$ cat src/design/spd_pkg.sv
// Shared types and constants for the spectral peak command detector.
package spd_pkg;

	localparam int SPECTRUM_BINS = 1024;
	localparam int BIN_W         = 10;
	localparam int MAG_W         = 16;
	localparam int MIC_SHIFT     = 2;
	localparam int SUM_W         = MAG_W + MIC_SHIFT;
	localparam int BAND_COUNT    = 5;
	localparam int BAND_W        = 2 * BIN_W;
	localparam int CMD_W         = 3;
	localparam int CFG_IDX_W     = 3;
	localparam int CFG_DATA_W    = BAND_W;
	// Wide enough to hold the bin limit itself next to any bin index.
	localparam int BIN_LIMIT_W   = (($clog2(SPECTRUM_BINS) + 1) > (BIN_W + 1)) ?
	                               ($clog2(SPECTRUM_BINS) + 1) : (BIN_W + 1);

	// Register indexes of the configuration port.
	localparam logic [CFG_IDX_W-1:0] REG_THRESHOLD  = 3'd0;
	localparam logic [CFG_IDX_W-1:0] REG_MIN_BIN    = 3'd1;
	localparam logic [CFG_IDX_W-1:0] REG_MAX_BIN    = 3'd2;
	localparam logic [CFG_IDX_W-1:0] REG_BAND_ONE   = 3'd3;
	localparam logic [CFG_IDX_W-1:0] REG_BAND_TWO   = 3'd4;
	localparam logic [CFG_IDX_W-1:0] REG_BAND_THREE = 3'd5;
	localparam logic [CFG_IDX_W-1:0] REG_BAND_FOUR  = 3'd6;
	localparam logic [CFG_IDX_W-1:0] REG_BAND_FIVE  = 3'd7;

	localparam logic [CMD_W-1:0] CMD_NO_SOUND = 3'd0;

	typedef logic [BAND_W-1:0] band_cfg_t;
	typedef band_cfg_t [BAND_COUNT-1:0] band_set_t;

	typedef struct packed {
		logic [BIN_W-1:0] bin_index;
		logic [MAG_W-1:0] mag_front;
		logic [MAG_W-1:0] mag_back;
		logic [MAG_W-1:0] mag_left;
		logic [MAG_W-1:0] mag_right;
		logic             final_bin;
	} in_data_t;

	typedef struct packed {
		logic [CMD_W-1:0] command;
		logic [BIN_W-1:0] peak_bin;
		logic             peak_found;
		logic             confirmed;
	} out_data_t;

endpackage

$ cat src/design/spd_band_map.sv
// Priority band lookup: maps a peak bin to the lowest-numbered band containing it.
module spd_band_map (
	input  spd_pkg::band_set_t              bands,
	input  logic [spd_pkg::BIN_W-1:0]       bin,
	input  logic                            found,
	output logic [spd_pkg::CMD_W-1:0]       command
);
	import spd_pkg::*;

	always_comb begin
		logic [BIN_W-1:0] lo;
		logic [BIN_W-1:0] hi;
		command = CMD_NO_SOUND;
		// Walk from the top band down so the lowest match lands last.
		for (int k = BAND_COUNT - 1; k >= 0; k--) begin
			lo = bands[k][BIN_W-1:0];
			hi = bands[k][BAND_W-1:BIN_W];
			if (found && bin >= lo && bin <= hi) begin
				command = CMD_W'(k + 1);
			end
		end
	end

endmodule

$ cat src/design/spectral_peak_command_detector.sv
// Top level of the spectral peak command detector: peak search, band map, output.
// Path: a final-bin word is accepted into the input register, searched in the s1 stage,
// registered into s2, mapped to a band there and registered onto out_valid.
// Throughput: one bin word per cycle; a final word stalls until s2 has room.
// Reset (arst_n low) clears the pipeline valids, the running peak and the previous
// command, and loads the registers: threshold 0, min_bin 0, max_bin 1023, bands 0.
module spectral_peak_command_detector (
	input  logic                              clk,
	input  logic                              arst_n,
	input  logic                              in_valid,
	output logic                              in_ready,
	input  spd_pkg::in_data_t                 in_data,
	output logic                              out_valid,
	input  logic                              out_ready,
	output spd_pkg::out_data_t                out_data,
	input  logic                              cfg_we,
	input  logic [spd_pkg::CFG_IDX_W-1:0]     cfg_index,
	input  logic [spd_pkg::CFG_DATA_W-1:0]    cfg_data
);
	import spd_pkg::*;

	// Configuration registers.
	logic [MAG_W-1:0] threshold_q;
	logic [BIN_W-1:0] min_bin_q;
	logic [BIN_W-1:0] max_bin_q;
	band_set_t        bands_q;

	// Running frame search state.
	logic [MAG_W-1:0] best_average_q;
	logic [BIN_W-1:0] best_bin_q;
	logic             have_peak_q;
	logic [CMD_W-1:0] prev_command_q;

	// Pipeline registers.
	logic             valid_s1;
	in_data_t         data_s1;
	logic             valid_s2;
	logic             found_s2;
	logic [BIN_W-1:0] pbin_s2;
	logic             out_valid_q;
	out_data_t        out_q;

	// Handshake flow.
	logic out_free;
	logic adv_s2;
	logic free_s2;
	logic adv_s1;

	// Search datapath.
	logic [SUM_W-1:0]       mag_sum;
	logic [MAG_W-1:0]       average;
	logic [MAG_W-1:0]       compare_ref;
	logic                   in_window;
	logic                   take_peak;
	logic [MAG_W-1:0]       next_average;
	logic [BIN_W-1:0]       next_bin;
	logic                   next_have;
	logic [CMD_W-1:0]       band_command;

	// ---------------------------------------------------------------
	// Configuration writes: mask each register to its width.
	// ---------------------------------------------------------------
	always_ff @(posedge clk or negedge arst_n) begin
		if (!arst_n) begin
			threshold_q <= '0;
			min_bin_q   <= '0;
			max_bin_q   <= '1;
			bands_q     <= '0;
		end else if (cfg_we) begin
			unique case (cfg_index)
				REG_THRESHOLD:  threshold_q <= cfg_data[MAG_W-1:0];
				REG_MIN_BIN:    min_bin_q   <= cfg_data[BIN_W-1:0];
				REG_MAX_BIN:    max_bin_q   <= cfg_data[BIN_W-1:0];
				REG_BAND_ONE:   bands_q[0]  <= cfg_data[BAND_W-1:0];
				REG_BAND_TWO:   bands_q[1]  <= cfg_data[BAND_W-1:0];
				REG_BAND_THREE: bands_q[2]  <= cfg_data[BAND_W-1:0];
				REG_BAND_FOUR:  bands_q[3]  <= cfg_data[BAND_W-1:0];
				REG_BAND_FIVE:  bands_q[4]  <= cfg_data[BAND_W-1:0];
				default: ;
			endcase
		end
	end

	// ---------------------------------------------------------------
	// Flow control. A non-final word retires in s1 with no result, so it
	// only needs s1 to move; a final word must find room in s2.
	// ---------------------------------------------------------------
	assign out_free = !out_valid_q || out_ready;
	assign adv_s2   = valid_s2 && out_free;
	assign free_s2  = !valid_s2 || adv_s2;
	assign adv_s1   = valid_s1 && (!data_s1.final_bin || free_s2);
	assign in_ready = !valid_s1 || adv_s1;

	// Input register: hold the word until s1 retires it.
	always_ff @(posedge clk or negedge arst_n) begin
		if (!arst_n) begin
			valid_s1 <= 1'b0;
		end else if (in_ready) begin
			valid_s1 <= in_valid;
		end
	end

	always_ff @(posedge clk) begin
		if (in_ready && in_valid) begin
			data_s1 <= in_data;
		end
	end

	// ---------------------------------------------------------------
	// s1: four-microphone average and running peak compare. The sum
	// keeps all 18 bits, so the average never wraps.
	// ---------------------------------------------------------------
	assign mag_sum = SUM_W'(data_s1.mag_front) + SUM_W'(data_s1.mag_back)
	               + SUM_W'(data_s1.mag_left) + SUM_W'(data_s1.mag_right);
	assign average = mag_sum[SUM_W-1:MIC_SHIFT];

	assign in_window = (data_s1.bin_index >= min_bin_q) && (data_s1.bin_index <= max_bin_q)
	                && (BIN_LIMIT_W'(data_s1.bin_index) < BIN_LIMIT_W'(SPECTRUM_BINS));

	// Before a peak is held the threshold is the bar; afterwards the held peak.
	assign compare_ref = have_peak_q ? best_average_q : threshold_q;
	// Strictly larger replaces, so ties keep the earlier bin.
	assign take_peak   = in_window && (average > compare_ref);

	assign next_average = take_peak ? average : best_average_q;
	assign next_bin     = take_peak ? data_s1.bin_index : best_bin_q;
	assign next_have    = take_peak || have_peak_q;

	always_ff @(posedge clk or negedge arst_n) begin
		if (!arst_n) begin
			best_average_q <= '0;
			best_bin_q     <= '0;
			have_peak_q    <= 1'b0;
		end else if (adv_s1) begin
			if (data_s1.final_bin) begin
				// Frame done: clear the search for the next frame.
				best_average_q <= '0;
				best_bin_q     <= '0;
				have_peak_q    <= 1'b0;
			end else begin
				best_average_q <= next_average;
				best_bin_q     <= next_bin;
				have_peak_q    <= next_have;
			end
		end
	end

	// s2 holds the frame outcome of a final word.
	always_ff @(posedge clk or negedge arst_n) begin
		if (!arst_n) begin
			valid_s2 <= 1'b0;
		end else if (free_s2) begin
			valid_s2 <= adv_s1 && data_s1.final_bin;
		end
	end

	always_ff @(posedge clk) begin
		if (adv_s1 && data_s1.final_bin) begin
			found_s2 <= next_have;
			pbin_s2  <= next_have ? next_bin : '0;
		end
	end

	// ---------------------------------------------------------------
	// s2: band lookup and confirmation against the previous frame.
	// ---------------------------------------------------------------
	spd_band_map u_band_map (
		.bands   (bands_q),
		.bin     (pbin_s2),
		.found   (found_s2),
		.command (band_command)
	);

	always_ff @(posedge clk or negedge arst_n) begin
		if (!arst_n) begin
			prev_command_q <= CMD_NO_SOUND;
			out_valid_q    <= 1'b0;
		end else begin
			if (adv_s2) begin
				prev_command_q <= band_command;
			end
			if (out_free) begin
				out_valid_q <= valid_s2;
			end
		end
	end

	always_ff @(posedge clk) begin
		if (adv_s2) begin
			out_q.command    <= band_command;
			out_q.peak_bin   <= pbin_s2;
			out_q.peak_found <= found_s2;
			out_q.confirmed  <= (band_command == prev_command_q);
		end
	end

	assign out_valid = out_valid_q;
	assign out_data  = out_q;

	// ---------------------------------------------------------------
	// Checks.
	// ---------------------------------------------------------------
	a_frame_cleared: assert property (@(posedge clk) disable iff (!arst_n)
		(adv_s1 && data_s1.final_bin) |=> (!have_peak_q && best_average_q == '0))
		else $error("search state not cleared after final bin");

	a_no_peak_zero: assert property (@(posedge clk) disable iff (!arst_n)
		!have_peak_q |-> (best_average_q == '0 && best_bin_q == '0))
		else $error("stale peak held without a peak flag");

	a_cmd_range: assert property (@(posedge clk) disable iff (!arst_n)
		out_valid_q |-> (out_q.command <= CMD_W'(BAND_COUNT)))
		else $error("command outside band range");

	a_no_peak_result: assert property (@(posedge clk) disable iff (!arst_n)
		(out_valid_q && !out_q.peak_found)
		|-> (out_q.command == CMD_NO_SOUND && out_q.peak_bin == '0))
		else $error("no-peak result carries a band or bin");

	a_s2_from_final: assert property (@(posedge clk) disable iff (!arst_n)
		(adv_s1 && !data_s1.final_bin && !valid_s2) |=> !valid_s2)
		else $error("non-final word produced a frame result");

endmodule
$ cat config.mk
export PLATFORM = sky130hd
export DESIGN_NAME = spectral_peak_command_detector
export DESIGN_NICKNAME = d
export VERILOG_FILES = /design/src/design/spd_pkg.sv /design/src/design/spd_band_map.sv /design/src/design/spectral_peak_command_detector.sv
export SDC_FILE = /design/constraint.sdc
export NUM_CORES = 1
export LEC_CHECK = 0
export ABC_AREA = 1
export ABC_CLOCK_PERIOD_IN_PS = 5300
export BUFFER_PORTS_ARGS = -buffer_cell sky130_fd_sc_hd__buf_4
export CAP_MARGIN = 40
export CORE_MARGIN = 4
export CORE_UTILIZATION = 51
export CTS_BUF_LIST = sky130_fd_sc_hd__clkbuf_16
export DETAILED_ROUTE_END_ITERATION = 7
export PLACE_DENSITY_LB_ADDON = 0.3
export SYNTH_ARGS = -nofsm -noshare
export SYNTH_HDL_FRONTEND = slang
export SYNTH_HIERARCHICAL = 1
export SYNTH_SLANG_ARGS = --single-unit
$ cat constraint.sdc
create_clock -name clk -period 5.3 [get_ports clk]
set_input_delay 0.265 -clock clk [delete_from_list [all_inputs] [get_ports clk]]
set_output_delay 0.265 -clock clk [all_outputs]
set_load 0.01 [all_outputs]
* Word-level counts from Yosys, hierarchy flattened *
Cells that the tools add are included.

cells by class
  add/subtract/negate cells = 3
  multiply operators = 0
  div/mod/pow operators = 0
  magnitude comparators = 13
  equality and inequality tests = 8
  shift operators = 0
  mux-type cells = 11
  bitwise gates (word level) = 0
  reduce and logical (&&, ||, !) cells = 36

operators by type and width
  operator            count
  $ge 10x10->1        6
  $le 10x10->1        6
  $mux 16             3
  $mux 10             2
  $add 17x16->18      1
  $add 18x16->18      1
  $reduce_and 2->1    9
  $add 16x16->17      1
  $gt 16x16->1        1
  $logic_and 1x1->1   16
  $mux 3              5
  $eq 3x3->1 const B  4
  $eq 3x2->1 const B  2
  $logic_or 1x1->1    5
  $logic_not 1->1     4
  $eq 3x1->1 const B  1
  $eq 3x3->1          1
  $logic_not 3->1     1
  $reduce_bool 2->1   1
  $mux 1              1

storage, ports and cells
  flip-flop bits (word level) = 270
  bits in latches = 0
  bits in writable memories = 0
  memory bits (read-only) = 0
  input bits = 103
  output and inout port bits = 17
  memories = 0

* Depth between registers and ports, before layout *
  word-level depth = 9
  gate-level depth with buffers = 26
  mapped depth without buffers = 25

* By module *
The synthesis kept the hierarchy.

by module, submodules not included
  module                          instances  cells each  area an instance (um^2)  sequential area each (um^2)
  spectral_peak_command_detector  1          1,205       12,416.9                 7,274.5
  spd_band_map                    1          432         2,701.3                  0.0

* Worst setup path before layout *
Ideal clock, no wire load.

  path kind = register to register
  from = register out_valid_q (netlist: out_valid)
  to = register data_s1[0] (netlist name) (enable)
  arrival = 3.863 ns
  required time = 4.791 ns
  path slack = 0.928 ns
  cell stages (with the launch flop) = 6
  period minus slack after synthesis = 4.372 ns
  path through = dfrtp_1 -> inv_1 -> nor2_1 -> nand4_1 -> inv_1 -> nor2_1

on the way
  cells in the longest elaborated chain, start to end = 8

ends and longest elaborated chain
  item                    RTL line                               source
  from (decl)             spectral_peak_command_detector.sv:40   logic out_valid_q;
  from (signal assigned)  spectral_peak_command_detector.sv:183  out_valid_q <= valid_s2;
  $logic_not 1->1         spectral_peak_command_detector.sv:88   assign out_free = !out_valid_q || out_ready;
  $logic_or 1x1->1        spectral_peak_command_detector.sv:88
  $logic_and 1x1->1       spectral_peak_command_detector.sv:89   assign adv_s2 = valid_s2 && out_free;
  $logic_or 1x1->1        spectral_peak_command_detector.sv:90   assign free_s2 = !valid_s2 || adv_s2;
  $logic_or 1x1->1        spectral_peak_command_detector.sv:91   assign adv_s1 = valid_s1 && (!data_s1.final_bin || free_s2);
  $logic_and 1x1->1       spectral_peak_command_detector.sv:91
  $logic_or 1x1->1        spectral_peak_command_detector.sv:92   assign in_ready = !valid_s1 || adv_s1;
  via in_ready            spectral_peak_command_detector.sv:11   output logic in_ready,
  $logic_and 1x1->1       spectral_peak_command_detector.sv:104  if (in_ready && in_valid) begin
  to (signal assigned)    spectral_peak_command_detector.sv:105  data_s1 <= in_data;
  to (decl)               spectral_peak_command_detector.sv:36   in_data_t data_s1;

The timed path passes the listed nets, and every way through them passes these cells.
A chain may end at the register's enable or synchronous reset.

* Final worst setup path *
  from = register data_s1[2] (netlist name)
  to = register pbin_s2[5], data pin

on the way
  cells in the longest elaborated chain, start to end = 4
  elaborated cells on any way between the ends = 5
  those cells by class = 1 x add/sub; 1 x order compare; 1 x mux; 2 x reduce/logical

ends and longest elaborated chain
  item                                         RTL line                                                                      source
  $add 18x16->18 (*)                           spectral_peak_command_detector.sv:114                                         + SUM_W'(data_s1.mag_left) + SUM_W'(data_s1.mag_right);
  $gt 16x16->1 (*)                             spectral_peak_command_detector.sv:123                                         assign take_peak = in_window && (average > compare_ref);
  $logic_and 1x1->1 (*)                        spectral_peak_command_detector.sv:123
  $mux 10 or $logic_or 1x1->1 (tied branches)  spectral_peak_command_detector.sv:126, spectral_peak_command_detector.sv:127
  to (signal assigned)                         spectral_peak_command_detector.sv:160                                         pbin_s2 <= next_have ? next_bin : '0;
  to (decl)                                    spectral_peak_command_detector.sv:39                                          logic [BIN_W-1:0] pbin_s2;

Mark *: on every way between the ends. The rest lies on a longest branch, timed or not.

==> metrics <==
Hold Crit Depth 3; standard cell core area 28900 sq um; switching power of the nets 2560 uW; hpwl dp 23700 microns; number of cells on the worst reg-to-reg path 21; number of vias in the routed layout 11486; die width 180 microns; most common cell in the synthesized netlist nand2_1; initial core utilization 52.2%; final RePlAce weighted congestion 0.888; number of enable flip-flop cells after synthesis 101; status completed; number of ports placed on the die boundary 120; largest voltage drop on the vdd net 0.308 mV; class of the tightest hold or removal check input port to flip-flop; first-pass iteration count of the detailed router 5; internal power 4690 uW; portion of total power attributed to the clock network 27.0%; kind of capture point of the worst setup path flip-flop; sequential cell fraction of total power 38.4%; synthesized net count 1923; Design Power 7250 uW; dominant synthesized flop cell dfrtp_1; final critical delay including setup and external delays 4.83 ns; clock tree root driver cell clkbuf_16; wire length per cell 15.5 microns; maximum buffer depth of the clock tree 3; internal reg-to-reg setup slack 0.47 ns; final WL 34800 microns; proportion of synthesized flip-flops having asynchronous set or reset 62.6%; Avg Synthesized Cell Area 9.24 sq um; cts bufs inserted 29; Ant. Diodes 0; RSZ-0062 raised after global routing no; total of flip-flops plus latches after synthesis 270; most frequent cells after synthesis 358 x nand2_1, 296 x inv_1, 159 x dfrtp_1, 151 x ha_1, 135 x o21ai_0; H-tree depth 1; row count 62; DRC viols 0; max_cap viols 0; synthesis-to-finish area growth 20.5%; cell count after synthesis 1637; Yosys warnings 6; Total Neg Setup Slack 0 ns; Die Outline Area 32500 sq um; floorplan die height 180 microns; crit start category flip-flop; Global Route Usage Sum 21.4%; Total Nets Final 2126; Leakage Power 0.00916 uW; areal power density over the cells 398 nW/um^2; number of antenna-violating nets in the routed design 0; clock tree from TritonCTS yes; fraction of power spent switching nets 35.3%; highest attainable clock frequency 0.207 GHz; via count of the first global-routing pass 11661; pins over their slew limit 0; number of buffer cells added on primary ports 119; Worst Tran Pin Value 0.769 ns; cell taking the most area after synthesis dfrtp_1; total count of hold-check failures in the final report 0; share of post-route cells with drive strength above 1 11.5%; mean number of vias per cell 5.11; Worst Skew 0.00672 ns; Worst Hold Endpoint bands_q[91]; latest clock arrival within the worst-skew pair 0.54 ns; highest fanout seen on the critical path 18; maximum number of pins on one net before global-route repair 69; critical path arrival 5.10 ns; share of Yosys cell area claimed by the top area cell type 26.3%; global-route wire length before repair 57800 microns; number of clock sinks 270; Crit Reg-Reg Startpoint data_s1[2]; hold path startpoint cfg_data[11]; number of antenna violations at the first check in global routing 0; Combinational Power Share 34.6%; total standard cell area after synthesis 15100 sq um; endpoints failing setup 0; cell types with the largest area share after synthesis dfrtp_1 26%, edfxtp_1 20%, ha_1 12%; global-route congestion overflow total 0; R2R Path End pbin_s2[5]; number of unique standard cell types used by synthesis 41; number of DRC markers after the initial detailed-route iteration 679; final worst-path cycle share 91.2%; Worst-path clk slew 0.06 ns; Slew Limit Headroom 48.6%; kind of critical path flip-flop to flip-flop; sequential-to-total area share from yosys stat 48.1%; required time of the critical path 5.57 ns
==> state kept, by name (all words and copies together), names as in the netlist <==
name            count
bands_q           100
data_s1            75
best_average_q     16
threshold_q        16
out_data           15
best_bin_q         10
max_bin_q          10
min_bin_q          10
pbin_s2            10
prev_command_q      3
found_s2            1
have_peak_q         1
out_valid           1
valid_s1            1
valid_s2            1
==> layout by cell type, fill, tap and decap left out, types with 2 or more instances in the layout <==
master / n
buf_8: 3
nor2_1: 82
clkinv_1: 7
a21oi_1: 72
o21a_1: 8
buf_16: 2
clkbuf_16: 29
ha_1: 151
a21oi_2: 5
nand3_1: 72
nor2_4: 4
edfxtp_1: 101
nand4_1: 21
nor3_1: 5
o21bai_1: 13
inv_2: 4
clkinvlp_4: 5
a21o_1: 8
nand3b_1: 5
dlygate4sd3_1: 78
nor2_2: 6
nand2_1: 358
fa_1: 32
o211ai_1: 3
nand3_2: 2
xnor2_1: 2
buf_4: 127
nand2_2: 5
o21ai_1: 3
dfstp_2: 10
o21ai_0: 135
inv_1: 303
clkinv_2: 2
dfrtp_1: 159
bufinv_16: 3
mux2i_1: 15
xor2_1: 11
==> how the worst max path moves through the flow <==
| stage | from | endpoint | cells after the start |
|---|---|---|---|
| floorplan | out_valid | data_s1[0] | 5 |
| global placement | data_s1[2] | pbin_s2[4] | 19 |
| detailed placement | data_s1[2] | pbin_s2[5] | 21 |
| CTS | data_s1[2] | pbin_s2[5] | 21 |
| global route | data_s1[18] | pbin_s2[3] | 21 |
| finish | data_s1[2] | pbin_s2[5] | 21 |
==> area by class of cell <==
type,count,area (sq um)
fillers,2303,10700
flip-flops and latches,270,7270
multi-input cells,1027,6560
repair buffers,211,1850
inverters,301,1130
clock buffers,29,726
well taps,384,480
clock inverters,24,195
==> what timing repair did <==
item	4_1_cts	5_1_grt
hold endpoints to repair	133	0
setup endpoints to repair	0	0
resized for setup	0	0
setup buffers	0	0
hold buffers	78	0
==> stage by stage <==
stage	utilization [%]	setup WS, ns	hold slack [ns]	area (sq um)	cells
after global routing	63.0	0.0143	0.0572	18200	2246
final	63.0	0.467	0.0636	18200	2246
after detailed placement	57.1	0.491	0.323	16500	2115
after global placement	56.7	0.630	0.323	16400	2110
after floorplan	-	0.928	-0.0306	15100	1637
after CTS	63.0	0.454	0.0418	18200	2246
==> worst max-delay path, stage by stage (launching register included) <==
cell and delay, ns:
edfxtp_1 0.33, inv_1 0.06, fa_1 0.58, fa_1 0.42
nand3b_1 0.24, fa_1 0.48, o21ai_2 0.21, nand2_1 0.08
nand2_1 0.11, nand3_1 0.10, nand3_1 0.10, nand2_1 0.08
ha_1 0.30, nand2_1 0.06, nor2_1 0.17, nand2_1 0.09
inv_2 0.08, nand3_1 0.14, nand3_4 0.22, nor2_8 0.11
nor2_1 0.48, nor2_1 0.12
==> routing by layer <==
| layer | share of wire, % | wire, microns | global-route usage, % | up-vias |
|---|---|---|---|---|
| li1 | - | - | - | 5690 |
| met2 | 50 | 17300 | 37.6 | 248 |
| met3 | 4.1 | 1440 | 3.05 | 80 |
| met1 | 43 | 14900 | 27.5 | 5468 |
| met5 | 0 | 0 | 0 | - |
| met4 | 3.3 | 1150 | 7.26 | 0 |
==> power by group through the flow <==
stage	registers [uW]	clock network [uW]	logic, uW
4_1_cts	2790	1990	2500
5_1_grt	2830	2080	2890
6_report	2790	1960	2510
2_1_floorplan	2740	0	1830
3_5_place_dp	2820	0	2430
3_3_place_gp	2830	0	2310
==> kinds of logic (layout without fill, tap and decap cells) <==
kind of cell / count (synthesis) / after routing / synth area share (%)
xor gates and xnor gates: 13 / 13 / 0.753
AOI/OAI and AO/OA: 250 / 250 / 8.99
DFF: 270 / 270 / 48.1
muxes: 15 / 15 / 0.993
and+or+nand+nor: 566 / 566 / 15.8
buffers and inverters: 340 / 565 / 8.57
adders and majority gates: 183 / 183 / 16.7
(Power assumes the default switching activity.)
